**config.mk**
```make
export PLATFORM = sky130hd
export DESIGN_NAME = rc_channel_adjust_slot_top
export DESIGN_NICKNAME = d
export VERILOG_FILES = /design/src/rcadj_pkg.sv /design/src/rcadj_cfg.sv /design/src/rcadj_div.sv /design/src/rc_channel_adjust_slot_top.sv
export SDC_FILE = /design/constraint.sdc
export NUM_CORES = 2
export LEC_CHECK = 0
export BUFFER_PORTS_ARGS = -buffer_cell sky130_fd_sc_hd__buf_2
export CAP_MARGIN = 20
export CORE_MARGIN = 8
export CORE_UTILIZATION = 59
export DETAILED_ROUTE_END_ITERATION = 8
export PLACE_DENSITY = 0.79
export SLEW_MARGIN = 15
export SYNTH_ARGS = -nofsm -noshare
export SYNTH_HDL_FRONTEND = slang
export SYNTH_HIERARCHICAL = 1
export SYNTH_SLANG_ARGS = --single-unit
```
**constraint.sdc**
```tcl
create_clock -name clk -period 10.08 [get_ports clk]
set_clock_uncertainty 0.15 [all_clocks]
set_input_delay 1.008 -clock clk [delete_from_list [all_inputs] [get_ports clk]]
set_output_delay 1.008 -clock clk [all_outputs]
set_load 0.02 [all_outputs]
```
**src/rcadj_pkg.sv**
```systemverilog
// Shared types, constants and helper functions of the channel adjustment slot.
package rcadj_pkg;

  localparam int NOW_W  = 32;
  localparam int CH_W   = 12;
  localparam int VAL_W  = 16;
  localparam int STEP_W = 8;
  localparam int RNG_W  = 12;
  localparam int CFG_IDX_W = 3;
  // Candidate value before clamping: slot_min plus a mapped quotient of up to 24 bits.
  localparam int CAND_W = 26;
  // Divider operand widths: mapping numerator magnitude, and twice the slot width.
  localparam int DVD_W  = 28;
  localparam int DSR_W  = 17;
  localparam int PROD_W = 29;
  localparam int MRG_W  = 10;

  localparam logic [NOW_W-1:0] REPEAT_MS  = 32'd500;
  localparam logic [NOW_W-1:0] TRIGGER_MS = 32'd100;

  localparam logic [CH_W-1:0]  CH_BASE    = 12'd900;
  localparam logic [CH_W-1:0]  CH_TOP     = 12'd2099;
  localparam logic [CH_W-1:0]  MOVE_LIMIT = 12'd2;
  localparam logic [MRG_W-1:0] MIN_MARGIN = 10'd5;

  typedef enum logic [CFG_IDX_W-1:0] {
    CFG_STEP_SIZE  = 3'd0,
    CFG_RANGE_ONE  = 3'd1,
    CFG_RANGE_TWO  = 3'd2,
    CFG_SLOT_MIN   = 3'd3,
    CFG_SLOT_MAX   = 3'd4,
    CFG_FUNC_MIN   = 3'd5,
    CFG_FUNC_MAX   = 3'd6,
    CFG_INIT_VALUE = 3'd7
  } cfg_idx_t;

  typedef struct packed {
    logic [STEP_W-1:0] step_size;
    logic [RNG_W-1:0]  range_one;
    logic [RNG_W-1:0]  range_two;
    logic [VAL_W-1:0]  slot_min;
    logic [VAL_W-1:0]  slot_max;
    logic [VAL_W-1:0]  func_min;
    logic [VAL_W-1:0]  func_max;
    logic [VAL_W-1:0]  initial_value;
  } cfg_t;

  typedef struct packed {
    logic busy;
    logic done;
  } div_stat_t;

  // Channel value of a step: 900 + 25 * step.
  function automatic logic [CH_W-1:0] step_value(input logic [5:0] s);
    return CH_BASE + CH_W'({s, 4'b0000}) + CH_W'({s, 3'b000}) + CH_W'(s);
  endfunction

  function automatic logic in_range(input logic [RNG_W-1:0] rng, input logic [CH_W-1:0] ch);
    logic [CH_W-1:0] c;
    c = ch;
    if (c < CH_BASE) c = CH_BASE;
    if (c > CH_TOP)  c = CH_TOP;
    return (rng[11:6] < rng[5:0]) && (c >= step_value(rng[11:6])) &&
           (c < step_value(rng[5:0]));
  endfunction

  // Wrap-safe: now lies before mark when the signed difference is negative.
  function automatic logic time_before(input logic [NOW_W-1:0] now,
                                       input logic [NOW_W-1:0] mark);
    logic [NOW_W-1:0] d;
    d = now - mark;
    return d[NOW_W-1];
  endfunction

  function automatic logic signed [CAND_W-1:0] sext_cand(input logic [VAL_W-1:0] v);
    return $signed({{(CAND_W-VAL_W){v[VAL_W-1]}}, v});
  endfunction

  // Low limit first, then high limit.
  function automatic logic signed [CAND_W-1:0] clamp_cand(input logic signed [CAND_W-1:0] v,
                                                          input logic [VAL_W-1:0] lo,
                                                          input logic [VAL_W-1:0] hi);
    logic signed [CAND_W-1:0] lo_s;
    logic signed [CAND_W-1:0] hi_s;
    lo_s = sext_cand(lo);
    hi_s = sext_cand(hi);
    if (v < lo_s) return lo_s;
    if (v > hi_s) return hi_s;
    return v;
  endfunction

endpackage

```
**src/rcadj_cfg.sv**
```systemverilog
// Configuration register file of the channel adjustment slot.
module rcadj_cfg
  import rcadj_pkg::*;
(
  input  logic                 clk,
  input  logic                 rst_n,
  input  logic                 wr_en,
  input  logic [CFG_IDX_W-1:0] wr_index,
  input  logic [VAL_W-1:0]     wr_data,
  output cfg_t                 cfg
);

  cfg_t cfg_r;

  always_ff @(posedge clk) begin
    if (!rst_n) begin
      cfg_r <= '0;
    end else if (wr_en) begin
      unique case (cfg_idx_t'(wr_index))
        CFG_STEP_SIZE:  cfg_r.step_size     <= wr_data[STEP_W-1:0];
        CFG_RANGE_ONE:  cfg_r.range_one     <= wr_data[RNG_W-1:0];
        CFG_RANGE_TWO:  cfg_r.range_two     <= wr_data[RNG_W-1:0];
        CFG_SLOT_MIN:   cfg_r.slot_min      <= wr_data;
        CFG_SLOT_MAX:   cfg_r.slot_max      <= wr_data;
        CFG_FUNC_MIN:   cfg_r.func_min      <= wr_data;
        CFG_FUNC_MAX:   cfg_r.func_max      <= wr_data;
        CFG_INIT_VALUE: cfg_r.initial_value <= wr_data;
        default: ;
      endcase
    end
  end

  assign cfg = cfg_r;

endmodule

```
**src/rcadj_div.sv**
```systemverilog
// Shared restoring divider: one quotient bit per cycle.
module rcadj_div
  import rcadj_pkg::*;
#(
  parameter int DIVIDEND_W = DVD_W,
  parameter int DIVISOR_W  = DSR_W
) (
  input  logic                  clk,
  input  logic                  rst_n,
  input  logic                  start,
  input  logic [DIVIDEND_W-1:0] dividend,
  input  logic [DIVISOR_W-1:0]  divisor,
  output div_stat_t             stat,
  output logic [DIVIDEND_W-1:0] quotient
);

  localparam int CNT_W = $clog2(DIVIDEND_W + 1);

  logic                  run_r;
  logic [CNT_W-1:0]      cnt_r;
  logic [DIVISOR_W-1:0]  rem_r;
  logic [DIVIDEND_W-1:0] quo_r;
  logic [DIVISOR_W-1:0]  dsr_r;

  logic [DIVISOR_W:0]    rem_sh;
  logic [DIVISOR_W:0]    rem_sub;
  logic                  fits;

  always_comb begin
    rem_sh  = {rem_r, quo_r[DIVIDEND_W-1]};
    rem_sub = rem_sh - {1'b0, dsr_r};
    fits    = (rem_sh >= {1'b0, dsr_r});
  end

  always_ff @(posedge clk) begin
    if (!rst_n) begin
      run_r <= 1'b0;
      cnt_r <= '0;
    end else if (start) begin
      run_r <= 1'b1;
      cnt_r <= CNT_W'(DIVIDEND_W);
    end else if (run_r) begin
      if (cnt_r == '0) begin
        run_r <= 1'b0;
      end else begin
        cnt_r <= cnt_r - 1'b1;
      end
    end
  end

  always_ff @(posedge clk) begin
    if (start) begin
      rem_r <= '0;
      quo_r <= dividend;
      dsr_r <= divisor;
    end else if (run_r && (cnt_r != '0)) begin
      rem_r <= fits ? rem_sub[DIVISOR_W-1:0] : rem_sh[DIVISOR_W-1:0];
      quo_r <= {quo_r[DIVIDEND_W-2:0], fits};
    end
  end

  assign stat.busy = run_r;
  assign stat.done = run_r && (cnt_r == '0);
  assign quotient  = quo_r;

endmodule

```
**src/rc_channel_adjust_slot_top.sv**
```systemverilog
// Top level of the channel adjustment slot: sequencer, slot state and ports.
//
//  channel | ports                               | word
//  --------+-------------------------------------+----------------------------------------
//  in      | in_tvalid/in_tready/in_tdata/in_tuser | now_ms, channel_value, current_value;
//          |                                     | tuser: signal_ok, enable_active
//  out     | out_tvalid/out_tready/out_tdata/out_tuser | new_value; tuser: changed
//  cfg     | cfg_valid/cfg_ready/cfg_index/cfg_data | register index, write data
//
// One word at a time; in_tready is high only while the sequencer idles. An early exit
// (no signal, disabled, dead time, channel moved, timer running, no band hit) goes from
// evaluation straight to the finishing state; a stepped step or an unmappable continuous
// word passes the function clamp and then the slot clamp first. Continuous mode runs the
// shared 28-bit divider for the margin, and inside the widened band again for the mapping,
// before both clamps. The sequencer idles again as the result enters the output register.
// Reset (rst_n low, synchronous) clears configuration, slot state and the sequencer.
// A stalled result sits in the output register; the next word is accepted meanwhile
// and waits at its result until the register frees. cfg_ready is always high.
module rc_channel_adjust_slot_top
  import rcadj_pkg::*;
(
  input  logic                 clk,
  input  logic                 rst_n,
  input  logic                 in_tvalid,
  output logic                 in_tready,
  input  logic [63:0]          in_tdata,   // now_ms[31:0], channel_value[43:32],
                                           // current_value[59:44], zero[63:60]
  input  logic [1:0]           in_tuser,   // signal_ok[0], enable_active[1]
  output logic                 out_tvalid,
  input  logic                 out_tready,
  output logic [15:0]          out_tdata,  // new_value[15:0]
  output logic [0:0]           out_tuser,  // changed[0]
  input  logic                 cfg_valid,
  output logic                 cfg_ready,
  input  logic [CFG_IDX_W-1:0] cfg_index,
  input  logic [VAL_W-1:0]     cfg_data
);

  typedef enum logic [2:0] {
    ST_IDLE,
    ST_EVAL,
    ST_MARGIN,
    ST_MAPDIV,
    ST_CLAMP_FN,
    ST_CLAMP_SLOT,
    ST_DONE
  } state_t;

  cfg_t      cfg;
  div_stat_t div_stat;
  logic      div_start;
  logic [DVD_W-1:0] div_dividend;
  logic [DSR_W-1:0] div_divisor;
  logic [DVD_W-1:0] div_quotient;

  state_t st_r, st_nxt;
  logic [NOW_W-1:0] now_r, now_nxt;
  logic [CH_W-1:0]  ch_r, ch_nxt;
  logic             sig_r, sig_nxt;
  logic             ena_r, ena_nxt;
  logic [VAL_W-1:0] cur_r, cur_nxt;
  logic [NOW_W-1:0] dead_until_r, dead_until_nxt;
  logic [NOW_W-1:0] trigger_at_r, trigger_at_nxt;
  logic [VAL_W-1:0] last_value_r, last_value_nxt;
  logic [CH_W-1:0]  last_channel_r, last_channel_nxt;
  logic signed [CAND_W-1:0] cand_r, cand_nxt;
  logic             chk_r, chk_nxt;
  logic signed [PROD_W-1:0] prod_r, prod_nxt;
  logic             neg_r, neg_nxt;
  logic             out_valid_r, out_valid_nxt;
  logic             out_changed_r, out_changed_nxt;
  logic [VAL_W-1:0] out_value_r, out_value_nxt;

  logic cfg_wr;
  logic in_acc;
  logic out_free;

  // Mapping geometry from range one and the slot limits.
  logic [CH_W-1:0]        lower, upper;
  logic                   rw_ok;
  logic [10:0]            rw;
  logic signed [VAL_W:0]  vw_full;
  logic                   vw_ok;
  logic signed [12:0]     ch_diff;
  logic signed [29:0]     prod_full;
  logic [MRG_W-1:0]       margin;
  logic                   win;
  logic signed [PROD_W-1:0] num;
  logic [PROD_W-1:0]      num_mag;
  logic [CH_W-1:0]        ch_move;
  logic signed [CAND_W-1:0] q_ext;
  logic                   changed;

  rcadj_cfg u_cfg (
    .clk      (clk),
    .rst_n    (rst_n),
    .wr_en    (cfg_wr),
    .wr_index (cfg_index),
    .wr_data  (cfg_data),
    .cfg      (cfg)
  );

  rcadj_div #(
    .DIVIDEND_W (DVD_W),
    .DIVISOR_W  (DSR_W)
  ) u_div (
    .clk      (clk),
    .rst_n    (rst_n),
    .start    (div_start),
    .dividend (div_dividend),
    .divisor  (div_divisor),
    .stat     (div_stat),
    .quotient (div_quotient)
  );

  assign cfg_ready = 1'b1;
  assign cfg_wr    = cfg_valid && cfg_ready;
  assign in_tready = (st_r == ST_IDLE);
  assign in_acc    = in_tvalid && in_tready;
  assign out_free  = !out_valid_r || out_tready;

  always_comb begin
    lower     = step_value(cfg.range_one[11:6]);
    upper     = step_value(cfg.range_one[5:0]);
    rw_ok     = cfg.range_one[11:6] < cfg.range_one[5:0];
    rw        = 11'(upper - lower);
    vw_full   = $signed({cfg.slot_max[VAL_W-1], cfg.slot_max}) -
                $signed({cfg.slot_min[VAL_W-1], cfg.slot_min});
    vw_ok     = !vw_full[VAL_W] && (vw_full != '0);
    ch_diff   = $signed({1'b0, ch_r}) - $signed({1'b0, lower});
    prod_full = ch_diff * $signed({1'b0, vw_full[VAL_W-1:0]});
    // Margin is rw / (2 * vw), raised to the minimum.
    margin    = (div_quotient < DVD_W'(MIN_MARGIN)) ? MIN_MARGIN : div_quotient[MRG_W-1:0];
    win       = ({1'b0, ch_r} + {3'b000, margin} > {1'b0, lower}) &&
                ({1'b0, ch_r} < {1'b0, upper} + {3'b000, margin});
    num       = prod_r + $signed(PROD_W'(rw >> 1));
    num_mag   = num[PROD_W-1] ? PROD_W'(-num) : PROD_W'(num);
    ch_move   = (ch_r >= last_channel_r) ? (ch_r - last_channel_r) : (last_channel_r - ch_r);
    q_ext     = $signed(CAND_W'(div_quotient));
    changed   = chk_r && (cand_r[VAL_W-1:0] != last_value_r);
  end

  always_comb begin
    st_nxt           = st_r;
    now_nxt          = now_r;
    ch_nxt           = ch_r;
    sig_nxt          = sig_r;
    ena_nxt          = ena_r;
    cur_nxt          = cur_r;
    dead_until_nxt   = dead_until_r;
    trigger_at_nxt   = trigger_at_r;
    last_value_nxt   = last_value_r;
    last_channel_nxt = last_channel_r;
    cand_nxt         = cand_r;
    chk_nxt          = chk_r;
    prod_nxt         = prod_r;
    neg_nxt          = neg_r;
    out_valid_nxt    = out_valid_r && !out_tready;
    out_changed_nxt  = out_changed_r;
    out_value_nxt    = out_value_r;
    div_start        = 1'b0;
    div_dividend     = DVD_W'(rw);
    div_divisor      = {vw_full[VAL_W-1:0], 1'b0};

    unique case (st_r)
      ST_IDLE: begin
        if (in_acc) begin
          now_nxt = in_tdata[31:0];
          ch_nxt  = in_tdata[43:32];
          cur_nxt = in_tdata[59:44];
          sig_nxt = in_tuser[0];
          ena_nxt = in_tuser[1];
          st_nxt  = ST_EVAL;
        end
      end
      ST_EVAL: begin
        chk_nxt  = 1'b0;
        cand_nxt = sext_cand(last_value_r);
        st_nxt   = ST_DONE;
        if (sig_r && ena_r && !time_before(now_r, dead_until_r)) begin
          if (cfg.step_size != '0) begin
            if (ch_move > MOVE_LIMIT) begin
              // Re-arm the settle timer and track the new reading.
              trigger_at_nxt   = now_r + TRIGGER_MS;
              last_channel_nxt = ch_r;
            end else if (!time_before(now_r, trigger_at_r)) begin
              if (in_range(cfg.range_one, ch_r)) begin
                cand_nxt = sext_cand(cur_r) - $signed(CAND_W'(cfg.step_size));
                chk_nxt  = 1'b1;
                st_nxt   = ST_CLAMP_FN;
              end else if (in_range(cfg.range_two, ch_r)) begin
                cand_nxt = sext_cand(cur_r) + $signed(CAND_W'(cfg.step_size));
                chk_nxt  = 1'b1;
                st_nxt   = ST_CLAMP_FN;
              end
            end
          end else begin
            chk_nxt  = 1'b1;
            prod_nxt = prod_full[PROD_W-1:0];
            if (rw_ok && vw_ok) begin
              div_start = 1'b1;
              st_nxt    = ST_MARGIN;
            end else begin
              st_nxt    = ST_CLAMP_FN;
            end
          end
        end
      end
      ST_MARGIN: begin
        if (div_stat.done) begin
          if (win) begin
            // Divide the magnitude and restore the sign: truncation toward zero.
            div_start    = 1'b1;
            div_dividend = num_mag[DVD_W-1:0];
            div_divisor  = DSR_W'(rw);
            neg_nxt      = num[PROD_W-1];
            st_nxt       = ST_MAPDIV;
          end else begin
            st_nxt = ST_CLAMP_FN;
          end
        end
      end
      ST_MAPDIV: begin
        if (div_stat.done) begin
          cand_nxt = sext_cand(cfg.slot_min) + (neg_r ? -q_ext : q_ext);
          st_nxt   = ST_CLAMP_FN;
        end
      end
      ST_CLAMP_FN: begin
        cand_nxt = clamp_cand(cand_r, cfg.func_min, cfg.func_max);
        st_nxt   = ST_CLAMP_SLOT;
      end
      ST_CLAMP_SLOT: begin
        cand_nxt = clamp_cand(cand_r, cfg.slot_min, cfg.slot_max);
        st_nxt   = ST_DONE;
      end
      ST_DONE: begin
        // Hold here until the output register can take the result.
        if (out_free) begin
          out_valid_nxt   = 1'b1;
          out_changed_nxt = changed;
          out_value_nxt   = changed ? cand_r[VAL_W-1:0] : '0;
          if (changed) begin
            last_value_nxt = cand_r[VAL_W-1:0];
            dead_until_nxt = now_r + REPEAT_MS;
          end
          st_nxt = ST_IDLE;
        end
      end
      default: st_nxt = ST_IDLE;
    endcase

    // Loading the initial value also resets the slot's last value.
    if (cfg_wr && (cfg_idx_t'(cfg_index) == CFG_INIT_VALUE)) begin
      last_value_nxt = cfg_data;
    end
  end

  always_ff @(posedge clk) begin
    if (!rst_n) begin
      st_r           <= ST_IDLE;
      dead_until_r   <= '0;
      trigger_at_r   <= '0;
      last_value_r   <= '0;
      last_channel_r <= '0;
      out_valid_r    <= 1'b0;
    end else begin
      st_r           <= st_nxt;
      dead_until_r   <= dead_until_nxt;
      trigger_at_r   <= trigger_at_nxt;
      last_value_r   <= last_value_nxt;
      last_channel_r <= last_channel_nxt;
      out_valid_r    <= out_valid_nxt;
    end
    now_r         <= now_nxt;
    ch_r          <= ch_nxt;
    sig_r         <= sig_nxt;
    ena_r         <= ena_nxt;
    cur_r         <= cur_nxt;
    cand_r        <= cand_nxt;
    chk_r         <= chk_nxt;
    prod_r        <= prod_nxt;
    neg_r         <= neg_nxt;
    out_changed_r <= out_changed_nxt;
    out_value_r   <= out_value_nxt;
  end

  assign out_tvalid   = out_valid_r;
  assign out_tdata    = out_value_r;
  assign out_tuser[0] = out_changed_r;

  a_accept_leaves_idle: assert property (@(posedge clk) disable iff (!rst_n)
    in_acc |=> !in_tready)
    else $error("sequencer still idle after accepting a word");

  a_div_only_when_mapping: assert property (@(posedge clk) disable iff (!rst_n)
    div_stat.busy |-> (st_r == ST_MARGIN || st_r == ST_MAPDIV))
    else $error("divider running outside the mapping states");

  a_result_from_done: assert property (@(posedge clk) disable iff (!rst_n)
    $rose(out_tvalid) |-> $past(st_r == ST_DONE))
    else $error("result raised outside the finishing state");

  a_unchanged_is_zero: assert property (@(posedge clk) disable iff (!rst_n)
    (out_tvalid && !out_tuser[0]) |-> (out_tdata == '0))
    else $error("unchanged result carries a nonzero value");

endmodule
```
# After elaboration in Yosys (flattened, before gate mapping)
# Cells that the tools add are included.
# classes
add_sub_neg	31
n_mul	1
magnitude_cmp	19
eq_ne	21
n_mux	100
n_bitwise	3
n_reduce_logical	51
# op_table
op	count
26-bit two-way mux	16
12-bit two-way mux	26
28-bit two-way mux	6
26-bit case mux with 4 select lines	1
17-bit two-way mux	4
16-bit two-way mux	4
32-bit subtractor	2
26-bit by 16-bit > comparator with 1-bit output	2
26-bit by 16-bit < comparator with 1-bit output	2
11-bit by 9-bit adder with 12-bit output	4
12-bit by 6-bit adder with 12-bit output	4
10-bit by 10-bit adder with 11-bit output, first input constant	4
12-bit greater-or-equal comparator	3
32-bit by 7-bit adder with 32-bit output, second input constant	1
32-bit by 9-bit adder with 32-bit output, second input constant	1
29-bit by 11-bit adder with 29-bit output	1
13-bit by 17-bit multiplier with 29-bit output	1
28-bit by 3-bit < comparator with 1-bit output, second input constant	1
28-bit negation	1
12-bit by 10-bit adder with 13-bit output	2
16-bit by 26-bit adder with 26-bit output	1
26-bit negation	1
1-bit two-way mux	25
12-bit > comparator, second input constant	2
43 further kinds	111
# word_totals
regBits	396
in_bits	90

# Logic depth before layout (Yosys ltp)
# logic_depth
word_depth	41
mapped_depth	38
depth_no_buf	37

# Cells and area by module
# Netlist, hierarchy kept.
# modules_own_cells
mod	n_inst	cells_per_inst	area_per_inst_um2	seq_area_each_um2
rc_channel_adjust_slot_top	1	3828	32692.6	6005.8
rcadj_cfg	1	388	4071.4	2242.2
rcadj_div	1	366	3877.5	1811.7

# Worst setup path after synthesis
# Ideal clock, no wire load.
# synth_path
kind	reg2reg
startpoint	register u_cfg.cfg_r (netlist bit u_cfg/cfg[99])
endpoint	register prod_r[27] (data pin)
arrival_ns	8.931
path_slack_ns	0.741
stages_incl_launch_ff	32
synth_period_minus_slack_ns	9.339
path_cell_list	dfxtp_1 > inv_1 > fa_1 > inv_1 > fa_1 > a21o_1 > a21oi_1 > xor2_1 > ha_1 > a21o_1 > a31o_2 > maj3_1 > xnor2_1 > nand2_1 > fa_1 > fa_1 > inv_1 > fa_1 > fa_1 > fa_1 > inv_1 > fa_1 > inv_1 > ha_1 > o21ai_0 > inv_1 > a21oi_1 > o21ai_0 > o41ai_1 > o311ai_0 > o211ai_1 > xnor2_1
# synth_between
elab_chain_cells	5
# synth_lines
item	line_no	source
from (decl)	rcadj_cfg.sv:13	cfg_t cfg_r;
10-bit by 10-bit adder with 11-bit output	rcadj_pkg.sv:55	return CH_BASE + CH_W'({s, 4'b0000}) + CH_W'({s, 3'b000}) + CH_W'(s);
11-bit by 9-bit adder with 12-bit output	rcadj_pkg.sv:55	
12-bit by 6-bit adder with 12-bit output (*)	rcadj_pkg.sv:55	
12-bit by 12-bit subtractor with 13-bit output (*)	rc_channel_adjust_slot_top.sv:130	ch_diff = $signed({1'b0, ch_r}) - $signed({1'b0, lower});
13-bit by 17-bit multiplier with 29-bit output (*)	rc_channel_adjust_slot_top.sv:131	prod_full = ch_diff * $signed({1'b0, vw_full[VAL_W-1:0]});
via prod_full[27]	rc_channel_adjust_slot_top.sv:85	logic signed [29:0] prod_full;
to (signal assigned)	rc_channel_adjust_slot_top.sv:282	prod_r <= prod_nxt;
to (decl)	rc_channel_adjust_slot_top.sv:68	logic signed [PROD_W-1:0] prod_r, prod_nxt;
# Mark *: on every way through the listed nets, which the timed path passes. The rest lies on a longest branch.
# A chain may end at the register's enable or synchronous reset.

# Worst setup path after layout
# layout_path
startpoint	register u_cfg.cfg_r (netlist bit u_cfg/cfg[99])
endpoint	register prod_r[28] (data pin)
# The elaborated chain is that of the path after synthesis.

==> flow_metrics.tcl <==
set metrics [dict create \
    tns_ns 0 \
    rsz0062_at_grt "false" \
    fp.dieW_um 277 \
    h-tree-depth 2 \
    die_area_mm2 0.0765 \
    vias 33900 \
    finalMaxSlewViolations 0 \
    met2_usage_pct 45.3 \
    use_met3_pct 5.56 \
    drtIter0Drc 3046 \
    portBuffers 104 \
    r2r_slack_ns 0.59 \
    crit_type "reg -> reg" \
    root_buffer "clkbuf_16" \
    crit_path_start_kind "flip-flop" \
    crit_path_max_fanout 5 \
    grt_pass1_wl_um 175000 \
    fin_crit_sh_pct 94.1 \
    cpPeakStageDelay_ns 0.55 \
    ctsLongestPathBuffers 3 \
    syn_avg_cell_area_um2 8.84 \
    overflow 0 \
    grt_max_degree 77 \
    final_nets 5406 \
    syn_nets 5333 \
    drive_above_1_share_pct 8.01 \
    mostFrequentLayoutCells "ha_1 (530), inv_1 (500), nand2_1 (452)" \
    ys.warnings.count 6 \
    antenna_found_initial 1 \
    critPathSlowestCell "fa_1" \
    hold_path.class "reg -> reg" \
    vias_per_cell 6.14 \
    cts_tree "done" \
    drc 0 \
    setup_viol 0 \
    worst_setup_path_end_kind "flip-flop" \
    drt-total-wl_um 110000 \
    slew_headroom_pct 20.5 \
    wl_per_cell_um 19.9 \
    syn_area_mm2 0.0401 \
    worstPathRequired_ns 10.28 \
    dpl.hpwl_um 84400 \
    ant_nets 0 \
    path_clk_slew_ns 0.06 \
    hold_buffers 0 \
    cts.sinks 396 \
    period_minus_slack_ns 9.49 \
    num_rows 95 \
    first_global_vias 33000 \
    gp_congestion 0.990 \
    cp.arrival_ns 9.68 \
    max_cap_violations 0 \
    layout_commonest_cell "ha_1" \
    worst_pin_slew_ns 1.18 \
    area_growth_pct 7.85 \
    grt_usage_pct 27.6 \
    cpMostUsedCell "fa_1" \
    coreArea_mm2 0.0672 \
    status "completed" \
    start_util_pct 59.7 \
    insertion_delay_ns 0.61 \
    dieHeight_um 277 \
    num_antenna_cells 0 \
    cts_made_buffers 46 \
    use_met1_pct 36.0 \
    dr.pass1.iters 5 \
    ios 110 \
    hold_viol_final 0 \
    busiest_layer "met2" \
    fmax_mhz 105 \
    netlist_instances 4531 \
]
[worst paths after layout]
path	startpoint	end	cells past startpoint
worst max-delay path	u_cfg/cfg[99]$_SDFFE_PN0P_	prod_r[28]$_DFFE_PP_	32
worst min-delay path	dead_until_r[9]$_SDFFE_PN0P_	dead_until_r[9]$_SDFFE_PN0P_	2
worst min register to register	dead_until_r[9]$_SDFFE_PN0P_	dead_until_r[9]$_SDFFE_PN0P_	2
worst max register to register	u_cfg/cfg[99]$_SDFFE_PN0P_	prod_r[28]$_DFFE_PP_	32
[per-layer routing]
metal	part of all wire [%]	wire, µm	up-vias
met3	8.4	9160	271
met1	42	46300	16100
met4	3.7	4080	2
met5	0.0091	10	-
met2	46	50100	1408
li1	-	-	16100
[timing repair]
item / 4_1_cts / 5_1_grt
resized for setup: 0 / 4
setup buffers: 0 / 0
endpoints found under the setup margin: 0 / 7
[worst max-delay path, delay by kind of cell (launching register included)]
family          cells  cell delay, ns
buf+inv             5            0.34
simple gates        5            0.75
flops               1            0.42
compound gates      8            1.72
xor+xnor            3            0.67
fa+ha+maj          11            5.21
[area by class of cell]
class                           instances  area (µm²)
Multi-Input combinational cell       3471       27800
Fill cell                            5515       23900
Sequential cell                       396        9740
Inverter                              503        1890
Clock buffer                           55        1200
Timing Repair Buffer                  186        1150
Tap cell                              873        1090
Clock inverter                         31         367
[flip-flops by register name (all words and copies together) (netlist names)]
| signal | count |
|---|---|
| cand_r | 26 |
| ch_r | 12 |
| chk_r | 1 |
| cur_r | 16 |
| dead_until_r | 32 |
| ena_r | 1 |
| last_channel_r | 12 |
| last_value_r | 16 |
| neg_r | 1 |
| now_r | 32 |
| out_tdata | 16 |
| out_tuser | 1 |
| out_tvalid | 1 |
| prod_r | 29 |
| sig_r | 1 |
| st_r | 3 |
| trigger_at_r | 32 |
| u_cfg/cfg | 96 |
| u_div/cnt_r | 5 |
| u_div/dsr_r | 17 |
| u_div/quotient | 28 |
| u_div/rem_r | 17 |
| u_div/run_r | 1 |
[per-stage QoR]
step	std cells	hold WS, ns	instance area, µm²	setup slack [ns]	util, %
2_1_floorplan	4531	0.282	40100	0.741	-
3_3_place_gp	5426	0.288	41600	0.380	61.9
3_5_place_dp	5427	0.296	41600	0.241	61.9
4_1_cts	5513	0.304	43200	0.238	64.3
5_1_grt	5515	0.312	43200	0.0542	64.4
6_report	5515	0.304	43200	0.594	64.4
Power is left out: the tool's default activity adds up to more than one toggle a clock period on the data nets, which glitch-free logic cannot reach.
